## config.mk

```make
export PLATFORM = sky130hd
export DESIGN_NAME = remote_pan_tilt_relay_controller
export DESIGN_NICKNAME = d
export VERILOG_FILES = /design/src/rtl/rptrc_pkg.sv /design/src/rtl/remote_pan_tilt_relay_controller.sv
export VERILOG_INCLUDE_DIRS = /design/src /design/src/rtl
export SDC_FILE = /design/constraint.sdc
export NUM_CORES = 1
export LEC_CHECK = 0
export BUFFER_PORTS_ARGS = -buffer_cell sky130_fd_sc_hd__buf_2
export CORE_AREA = 2 2 213 215
export CTS_BUF_LIST = sky130_fd_sc_hd__clkbuf_4 sky130_fd_sc_hd__clkbuf_8
export CTS_CLUSTER_DIAMETER = 120
export DETAILED_ROUTE_END_ITERATION = 16
export DIE_AREA = 0 0 215 217
export PLACE_DENSITY_LB_ADDON = 0.3
export SLEW_MARGIN = 20
export SYNTH_ARGS = -nofsm -noshare
export SYNTH_HDL_FRONTEND = slang
export SYNTH_SLANG_ARGS = --single-unit
```

## constraint.sdc

```tcl
create_clock -name clk -period 10.2 [get_ports clk]
set_clock_uncertainty 0.05 [all_clocks]
set_input_delay 1.53 -clock clk [delete_from_list [all_inputs] [get_ports clk]]
set_output_delay 1.53 -clock clk [all_outputs]
set_load 0.02 [all_outputs]
```

## src/rtl/remote_pan_tilt_relay_controller_assert.svh

```systemverilog
`ifndef REMOTE_PAN_TILT_RELAY_CONTROLLER_ASSERT_SVH
`define REMOTE_PAN_TILT_RELAY_CONTROLLER_ASSERT_SVH

// same-cycle implication, disabled in reset
`define RPTRC_ASSERT_NOW(label, clk, rst_n, ante, cons) \
  label: assert property (@(posedge clk) disable iff (!rst_n) (ante) |-> (cons)) \
    else $error("assertion failed: same-cycle check");

// next-cycle implication, disabled in reset
`define RPTRC_ASSERT_NEXT(label, clk, rst_n, ante, cons) \
  label: assert property (@(posedge clk) disable iff (!rst_n) (ante) |=> (cons)) \
    else $error("assertion failed: next-cycle check");

`endif

```

## src/rtl/rptrc_pkg.sv

```systemverilog
package rptrc_pkg;

  localparam int CFG_W     = 16;
  localparam int CFG_IDX_W = 2;
  localparam int CODE_W    = 32;
  localparam int TIME_W    = 32;
  localparam int TILT_W    = 7;
  localparam int PAN_W     = 8;

  localparam logic [CODE_W-1:0] CODE_UP     = 32'd2907897600;
  localparam logic [CODE_W-1:0] CODE_DOWN   = 32'd3877175040;
  localparam logic [CODE_W-1:0] CODE_LEFT   = 32'd4144561920;
  localparam logic [CODE_W-1:0] CODE_RIGHT  = 32'd2774204160;
  localparam logic [CODE_W-1:0] CODE_OK     = 32'd3810328320;
  localparam logic [CODE_W-1:0] CODE_STAR   = 32'd3910598400;
  localparam logic [CODE_W-1:0] CODE_SQUARE = 32'd4061003520;

  localparam logic [TILT_W-1:0] TILT_HOME = 7'd109;
  localparam logic [TILT_W-1:0] TILT_MIN  = 7'd84;
  localparam logic [TILT_W-1:0] TILT_MAX  = 7'd124;

  localparam logic [PAN_W-1:0] PAN_STOP  = 8'd90;
  localparam logic [PAN_W-1:0] PAN_LEFT  = 8'd180;
  localparam logic [PAN_W-1:0] PAN_RIGHT = 8'd0;

  localparam logic [CFG_IDX_W-1:0] REG_RELAY_HOLD    = 2'd0;
  localparam logic [CFG_IDX_W-1:0] REG_RELAY_EXTEND  = 2'd1;
  localparam logic [CFG_IDX_W-1:0] REG_CMD_TIMEOUT   = 2'd2;
  localparam logic [CFG_IDX_W-1:0] REG_PAN_INTERVAL  = 2'd3;

  localparam logic [CFG_W-1:0] RELAY_HOLD_RST   = 16'd500;
  localparam logic [CFG_W-1:0] RELAY_EXTEND_RST = 16'd300;
  localparam logic [CFG_W-1:0] CMD_TIMEOUT_RST  = 16'd200;
  localparam logic [CFG_W-1:0] PAN_INTERVAL_RST = 16'd20;

  typedef enum logic [2:0] {
    CMD_NONE   = 3'd0,
    CMD_UP     = 3'd1,
    CMD_DOWN   = 3'd2,
    CMD_LEFT   = 3'd3,
    CMD_RIGHT  = 3'd4,
    CMD_OK     = 3'd5,
    CMD_STAR   = 3'd6,
    CMD_SQUARE = 3'd7
  } cmd_t;

endpackage

```

## src/rtl/remote_pan_tilt_relay_controller.sv

```systemverilog
// channel | dir | handshake            | word
// in      | in  | in_valid / in_stall  | operation, raw_code, is_repeat
// out     | out | out_valid / out_stall | tilt_angle, pan_angle, relay_one, relay_two
// cfg     | in  | cfg_we               | cfg_index, cfg_wdata
// One word per cycle unless out_stall holds it: an input register, one update pass,
// and the state registers that double as the result register. A stalled result holds
// the state; the input register can still take one more word. rst_n is synchronous,
// active low, and restores all state and config registers, not op_r, code_r, rep_r.
module remote_pan_tilt_relay_controller (
  input  logic                            clk,
  input  logic                            rst_n,
  input  logic                            in_valid,
  output logic                            in_stall,
  input  logic                            in_operation,
  input  logic [rptrc_pkg::CODE_W-1:0]    in_raw_code,
  input  logic                            in_is_repeat,
  output logic                            out_valid,
  input  logic                            out_stall,
  output logic [rptrc_pkg::TILT_W-1:0]    out_tilt_angle,
  output logic [rptrc_pkg::PAN_W-1:0]     out_pan_angle,
  output logic                            out_relay_one,
  output logic                            out_relay_two,
  input  logic                            cfg_we,
  input  logic [rptrc_pkg::CFG_IDX_W-1:0] cfg_index,
  input  logic [rptrc_pkg::CFG_W-1:0]     cfg_wdata
);
  import rptrc_pkg::*;

  logic              in_vld_r;
  logic              op_r;
  logic [CODE_W-1:0] code_r;
  logic              rep_r;
  logic              out_vld_r;

  logic [CFG_W-1:0] hold_ms_r, extend_ms_r, timeout_ms_r, interval_ms_r;

  logic [TIME_W-1:0] now_r, last_frame_r, last_step_r, r1_end_r;
  logic              r1_on_r, r2_on_r, fresh_r;
  logic [TILT_W-1:0] tilt_r;
  logic [PAN_W-1:0]  pan_r, goal_r;
  cmd_t              held_r;

  logic [TIME_W-1:0] now_nxt, last_frame_nxt, last_step_nxt, r1_end_nxt;
  logic              r1_on_nxt, r2_on_nxt, fresh_nxt;
  logic [TILT_W-1:0] tilt_nxt;
  logic [PAN_W-1:0]  pan_nxt, goal_nxt;
  cmd_t              held_nxt;

  logic              advance;
  logic              in_take;
  logic [TIME_W-1:0] now_inc, ext_a, ext_b;

  assign advance  = in_vld_r && (!out_vld_r || !out_stall);
  assign in_stall = in_vld_r && !advance;
  assign in_take  = in_valid && !in_stall;

  assign out_valid      = out_vld_r;
  assign out_tilt_angle = tilt_r;
  assign out_pan_angle  = pan_r;
  assign out_relay_one  = r1_on_r;
  assign out_relay_two  = r2_on_r;

  assign now_inc = now_r + TIME_W'(1);

  always_comb begin
    now_nxt        = now_r;
    last_frame_nxt = last_frame_r;
    last_step_nxt  = last_step_r;
    r1_end_nxt     = r1_end_r;
    r1_on_nxt      = r1_on_r;
    r2_on_nxt      = r2_on_r;
    fresh_nxt      = fresh_r;
    tilt_nxt       = tilt_r;
    pan_nxt        = pan_r;
    goal_nxt       = goal_r;
    held_nxt       = held_r;
    ext_a          = '0;
    ext_b          = '0;
    if (!op_r) begin
      now_nxt = now_inc;
      if (r1_on_r && (now_inc > r1_end_r)) begin
        r1_on_nxt = 1'b0;
      end
      if ((now_inc - last_frame_r) > TIME_W'(timeout_ms_r)) begin
        goal_nxt = PAN_STOP;
      end
      if ((now_inc - last_step_r) >= TIME_W'(interval_ms_r)) begin
        if (pan_r < goal_nxt) begin
          pan_nxt = pan_r + PAN_W'(1);
        end else if (pan_r > goal_nxt) begin
          pan_nxt = pan_r - PAN_W'(1);
        end
        last_step_nxt = now_inc;
      end
    end else begin
      if (!rep_r) begin
        fresh_nxt = 1'b1;
        case (code_r)
          CODE_UP:     held_nxt = CMD_UP;
          CODE_DOWN:   held_nxt = CMD_DOWN;
          CODE_LEFT: begin
            held_nxt = CMD_LEFT;
            goal_nxt = PAN_LEFT;
          end
          CODE_RIGHT: begin
            held_nxt = CMD_RIGHT;
            goal_nxt = PAN_RIGHT;
          end
          CODE_OK: begin
            held_nxt = CMD_OK;
            if (!r1_on_r) begin
              r1_on_nxt  = 1'b1;
              r1_end_nxt = now_r + TIME_W'(hold_ms_r);
            end
          end
          CODE_STAR:   held_nxt = CMD_STAR;
          CODE_SQUARE: held_nxt = CMD_SQUARE;
          default:     held_nxt = CMD_NONE;
        endcase
      end
      if ((fresh_nxt || rep_r) && (held_nxt != CMD_NONE)) begin
        case (held_nxt)
          CMD_UP: begin
            if (tilt_r < TILT_MAX) begin
              tilt_nxt = tilt_r + TILT_W'(1);
            end
            if (tilt_nxt < TILT_MIN) begin
              tilt_nxt = TILT_MIN;
            end
          end
          CMD_DOWN: begin
            if (tilt_r > TILT_MIN) begin
              tilt_nxt = tilt_r - TILT_W'(1);
            end
            if (tilt_nxt > TILT_MAX) begin
              tilt_nxt = TILT_MAX;
            end
          end
          CMD_OK: begin
            if (r1_on_nxt) begin
              ext_a      = r1_end_nxt + TIME_W'(extend_ms_r);
              ext_b      = now_r + TIME_W'(extend_ms_r);
              r1_end_nxt = (ext_a < ext_b) ? ext_a : ext_b;
            end
          end
          CMD_SQUARE: r2_on_nxt = !r2_on_r;
          CMD_STAR:   tilt_nxt  = TILT_HOME;
          default:    tilt_nxt  = tilt_r;
        endcase
        fresh_nxt = 1'b0;
      end
      last_frame_nxt = now_r;
    end
  end

  always_ff @(posedge clk) begin
    if (!rst_n) begin
      in_vld_r      <= 1'b0;
      out_vld_r     <= 1'b0;
      hold_ms_r     <= RELAY_HOLD_RST;
      extend_ms_r   <= RELAY_EXTEND_RST;
      timeout_ms_r  <= CMD_TIMEOUT_RST;
      interval_ms_r <= PAN_INTERVAL_RST;
      now_r         <= '0;
      last_frame_r  <= '0;
      last_step_r   <= '0;
      r1_end_r      <= '0;
      r1_on_r       <= 1'b0;
      r2_on_r       <= 1'b0;
      fresh_r       <= 1'b0;
      tilt_r        <= TILT_HOME;
      pan_r         <= PAN_STOP;
      goal_r        <= PAN_STOP;
      held_r        <= CMD_NONE;
    end else begin
      if (cfg_we) begin
        case (cfg_index)
          REG_RELAY_HOLD:   hold_ms_r     <= cfg_wdata;
          REG_RELAY_EXTEND: extend_ms_r   <= cfg_wdata;
          REG_CMD_TIMEOUT:  timeout_ms_r  <= cfg_wdata;
          REG_PAN_INTERVAL: interval_ms_r <= cfg_wdata;
          default:          hold_ms_r     <= hold_ms_r;
        endcase
      end
      if (in_take) begin
        in_vld_r <= 1'b1;
      end else if (advance) begin
        in_vld_r <= 1'b0;
      end
      if (advance) begin
        out_vld_r <= 1'b1;
      end else if (!out_stall) begin
        out_vld_r <= 1'b0;
      end
      if (advance) begin
        now_r        <= now_nxt;
        last_frame_r <= last_frame_nxt;
        last_step_r  <= last_step_nxt;
        r1_end_r     <= r1_end_nxt;
        r1_on_r      <= r1_on_nxt;
        r2_on_r      <= r2_on_nxt;
        fresh_r      <= fresh_nxt;
        tilt_r       <= tilt_nxt;
        pan_r        <= pan_nxt;
        goal_r       <= goal_nxt;
        held_r       <= held_nxt;
      end
    end
  end

  always_ff @(posedge clk) begin
    if (in_take) begin
      op_r   <= in_operation;
      code_r <= in_raw_code;
      rep_r  <= in_is_repeat;
    end
  end

`include "remote_pan_tilt_relay_controller_assert.svh"

  `RPTRC_ASSERT_NOW(a_stall_only_when_full, clk, rst_n, in_stall, in_vld_r && out_vld_r && out_stall)
  `RPTRC_ASSERT_NEXT(a_advance_shows_result, clk, rst_n, advance, out_vld_r)
  `RPTRC_ASSERT_NOW(a_tilt_in_range, clk, rst_n, out_vld_r, (tilt_r >= TILT_MIN) && (tilt_r <= TILT_MAX))
  `RPTRC_ASSERT_NOW(a_pan_in_range, clk, rst_n, out_vld_r, (pan_r <= PAN_LEFT) && (goal_r <= PAN_LEFT))

endmodule
```

==> metrics.csv <==
stage,metric,value,unit
power_and_ir_drop,irDropWorstVdd,0.138,mV
route,avgRoutedWirePerCell,19.8,um
die,start_util,49.0,%
route,dr.pass1.iters,6,
placement,gp_congestion,0.992,
power_and_ir_drop,power-per-cell-area,122,nW/um^2
synth,yosys_most_used_dff,dfxtp_1,
sta,finalHoldViolCount,0,
synth,yosysSeqAreaShare,25.0,%
route,ant_nets,0,
sta,slew_violations,0,
clock_network,cts_tree,built,
synth,synth-edff-count,34,
setup_path,crit_arrival,9.96,ns
synth,yosys_warnings,0,
placement,portBuffers,75,
die,rows,78,
placement,post_dp_cell_area,22800,um^2
route,first_iter_violations,1954,
die,pin_count,76,
sta,rsz0062_at_grt,no,
route,wl,70.0,mm
clock_network,cts_num_sinks,256,
sta,timing.final.crit_share,93.1,%
setup_path,worstPathRequired,10.66,ns
synth,syn_area_per_cell,7.66,um^2
sta,setup_tns,0,ns
synth,synth-async-reset-ratio,0,%
synth,synth_nets,3142,
setup_path,path_class,reg2reg,
run_status,status,"complete, no violations",
route,via_per_inst,6.09,
die,die_w,215,um
cells_and_area,final_area,23900,um^2
cells_and_area,fillerInstances,4432,
cells_and_area,drive_gt1_share,9.09,%
sta,max_freq,105,MHz
die,die-area,46700,um^2
route,num_vias,21479,
synth,ys_types,97,
placement,dp_hpwl,52.8,mm
cells_and_area,nets,3173,
route,drc,0,
setup_path,slowest_delay,0.90,ns
synth,syn_area,21900,um^2
job,maxCapViolCount,0,
clock_network,cts_hold_buffers,0,
power_and_ir_drop,leakagePower,9.84,nW
clock_network,numCtsBuffers,48,
clock_network,clock_latency,0.65,ns
global_routing,grt_max_degree,95,
synth,ys_ff_latch,256,
setup_path,critPathMaxFanout,12,
clock_network,root_buffer,clkbuf_8,
synth,synthCells,2857,
global_routing,antenna_found_initial,1,
global_routing,grt_pass1_vias,20609,
die,core_region_area,44700,um^2
global_routing,grt_pass1_wl,111,mm
hold_path,min_path_type,reg2reg,
sta,setup_violations,0,
die,dieHeight,217,um
cells_and_area,area_growth,9.18,%
global_routing,track_usage,29.5,%
setup_path,slowest_stage,a2111oi_0,
sta,period_minus_slack,9.50,ns
clock_network,path_clk_slew,0.06,ns
setup_path,cp-end-kind,flop,
sta,slew_headroom,23.5,%
setup_path,start_kind,flop,
clock_network,clk_path_buf_depth,3,
clock_network,htree_levels,2,
sta,worst_slew_pin_slew,1.12,ns
global_routing,grt-ovfl-total,0,
[sequential cells by signal, indices dropped and copies added, names as in the netlist, 8 cells and up]
signal,cells
code_r,32
extend_ms_r,16
goal_r,8
hold_ms_r,16
interval_ms_r,16
last_frame_r,32
last_step_r,32
now_r,32
out_pan_angle,8
r1_end_r,32
timeout_ms_r,16
[cells by family (layout without fill, tap and decap cells)]
logic type / count (synthesis) / in the layout / share of synthesized area [%]
AOI/OAI and AO/OA: 754 / 754 / 22.4
other: 0 / 1 / 0
DFF: 256 / 256 / 25.0
buffers and inverters: 306 / 374 / 5.57
and+or+nand+nor: 1086 / 1086 / 24.4
muxes: 50 / 50 / 2.33
xor gates and xnor gates: 177 / 177 / 7.12
adders and majority gates: 228 / 228 / 13.2
[power breakdown]
group | total [mW] | switching (mW) | internal, mW | leakage [nW]
clock | 1.16 | 0.487 | 0.673 | 0.575
combinational | 0.672 | 0.405 | 0.267 | 7.13
sequential | 1.08 | 0.0276 | 1.05 | 2.13
[critical path: cells and delay by family (launching register included)]
kind | cells | cell delay, ns
compound gates | 13 | 3.53
simple gates | 13 | 3.42
fa+ha+maj | 4 | 1.35
flops | 1 | 0.54
xor+xnor | 2 | 0.33
mux | 1 | 0.17
[layer usage]
layer | part of all wire (%) | track usage (%) | vias up
li1 | - | - | 10359
met1 | 44 | 38.8 | 10140
met2 | 46 | 49.3 | 813
met3 | 6.7 | 4.04 | 167
met4 | 3.5 | 10.9 | 0
met5 | 0 | 0 | -
[through the flow]
step                utilization, %  hold slack [ns]  power [mW]  std cells  setup slack, ns
floorplan                        -            0.382        1.58       2857             1.91
global placement              51.0            0.392        1.74       3438            0.639
detailed placement            51.0            0.397        1.76       3438            0.291
CTS                           53.4            0.406        2.92       3525            0.303
global route                  53.5            0.424        3.05       3526           0.0334
finish                        53.5            0.404        2.91       3526            0.702
[layout make-up]
| type | count | area [um^2] | area share [%] |
|---|---|---|---|
| clock buffers | 66 | 858 | 3.59 |
| inverters | 168 | 633 | 2.65 |
| clock inverters | 21 | 236 | 0.989 |
| multi-input cells | 2295 | 15200 | 63.8 |
| well taps | 600 | 751 | 3.14 |
| diodes | 1 | 2.50 | 0.0105 |
| flip-flops and latches | 256 | 5470 | 22.9 |
| repair buffers | 119 | 708 | 2.96 |
[final timing paths]
kind,start,end,slack (ns),cells past startpoint
min,last_frame_r[23],last_frame_r[23],0.40,2
max,now_r[1],out_pan_angle[7],0.70,33
max reg2reg,now_r[1],out_pan_angle[7],0.70,33
min reg2reg,last_frame_r[23],last_frame_r[23],0.40,2
[placed cells by master, fill, tap and decap left out, drive strengths merged, types with 18 or more instances in the layout]
cell,Yosys,routed
nand2,445,445
o21a,36,36
nand3,102,102
a211oi,31,31
a21o,55,55
ha,222,222
a21oi,255,255
edfxtp,34,34
mux2i,46,46
o2111ai,19,19
nor3,67,67
nand2b,30,30
xnor2,109,109
o21ai,130,130
and3,32,32
inv,168,168
nor2,171,171
a31oi,25,25
nand4,50,50
o211ai,43,43
buf,30,119
or3,27,27
a211o,18,18
and2,25,25
clkbuf,108,66
nor2b,28,28
xor2,68,68
dfxtp,222,222
[Yosys cell counts (34+ instances only)]
| library cell | n | area share (%) |
|---|---|---|
| a21o_1 | 55 | 1.9 |
| nand2_1 | 442 | 7.6 |
| o21a_1 | 36 | 1.2 |
| xnor2_1 | 108 | 4.3 |
| xor2_1 | 68 | 2.7 |
| dfxtp_1 | 222 | 20 |
| clkbuf_1 | 107 | 1.8 |
| nor2_1 | 170 | 2.9 |
| a21oi_1 | 255 | 5.8 |
| inv_1 | 168 | 2.9 |
| mux2i_1 | 46 | 2.1 |
| o211ai_1 | 43 | 1.5 |
| ha_1 | 222 | 13 |
| o21ai_0 | 123 | 2.8 |
| edfxtp_1 | 34 | 4.7 |
| nand4_1 | 49 | 1.4 |
| nor3_1 | 66 | 1.5 |
| nand3_1 | 99 | 2.3 |
[repair_timing]
item | in CTS | in global routing
buffers inserted | 0 | 0
endpoints found under the hold margin | 0 | 0
gates resized for setup | 0 | 3
setup endpoints to repair | 0 | 3
No activity file was read; power rests on OpenSTA's default activity.
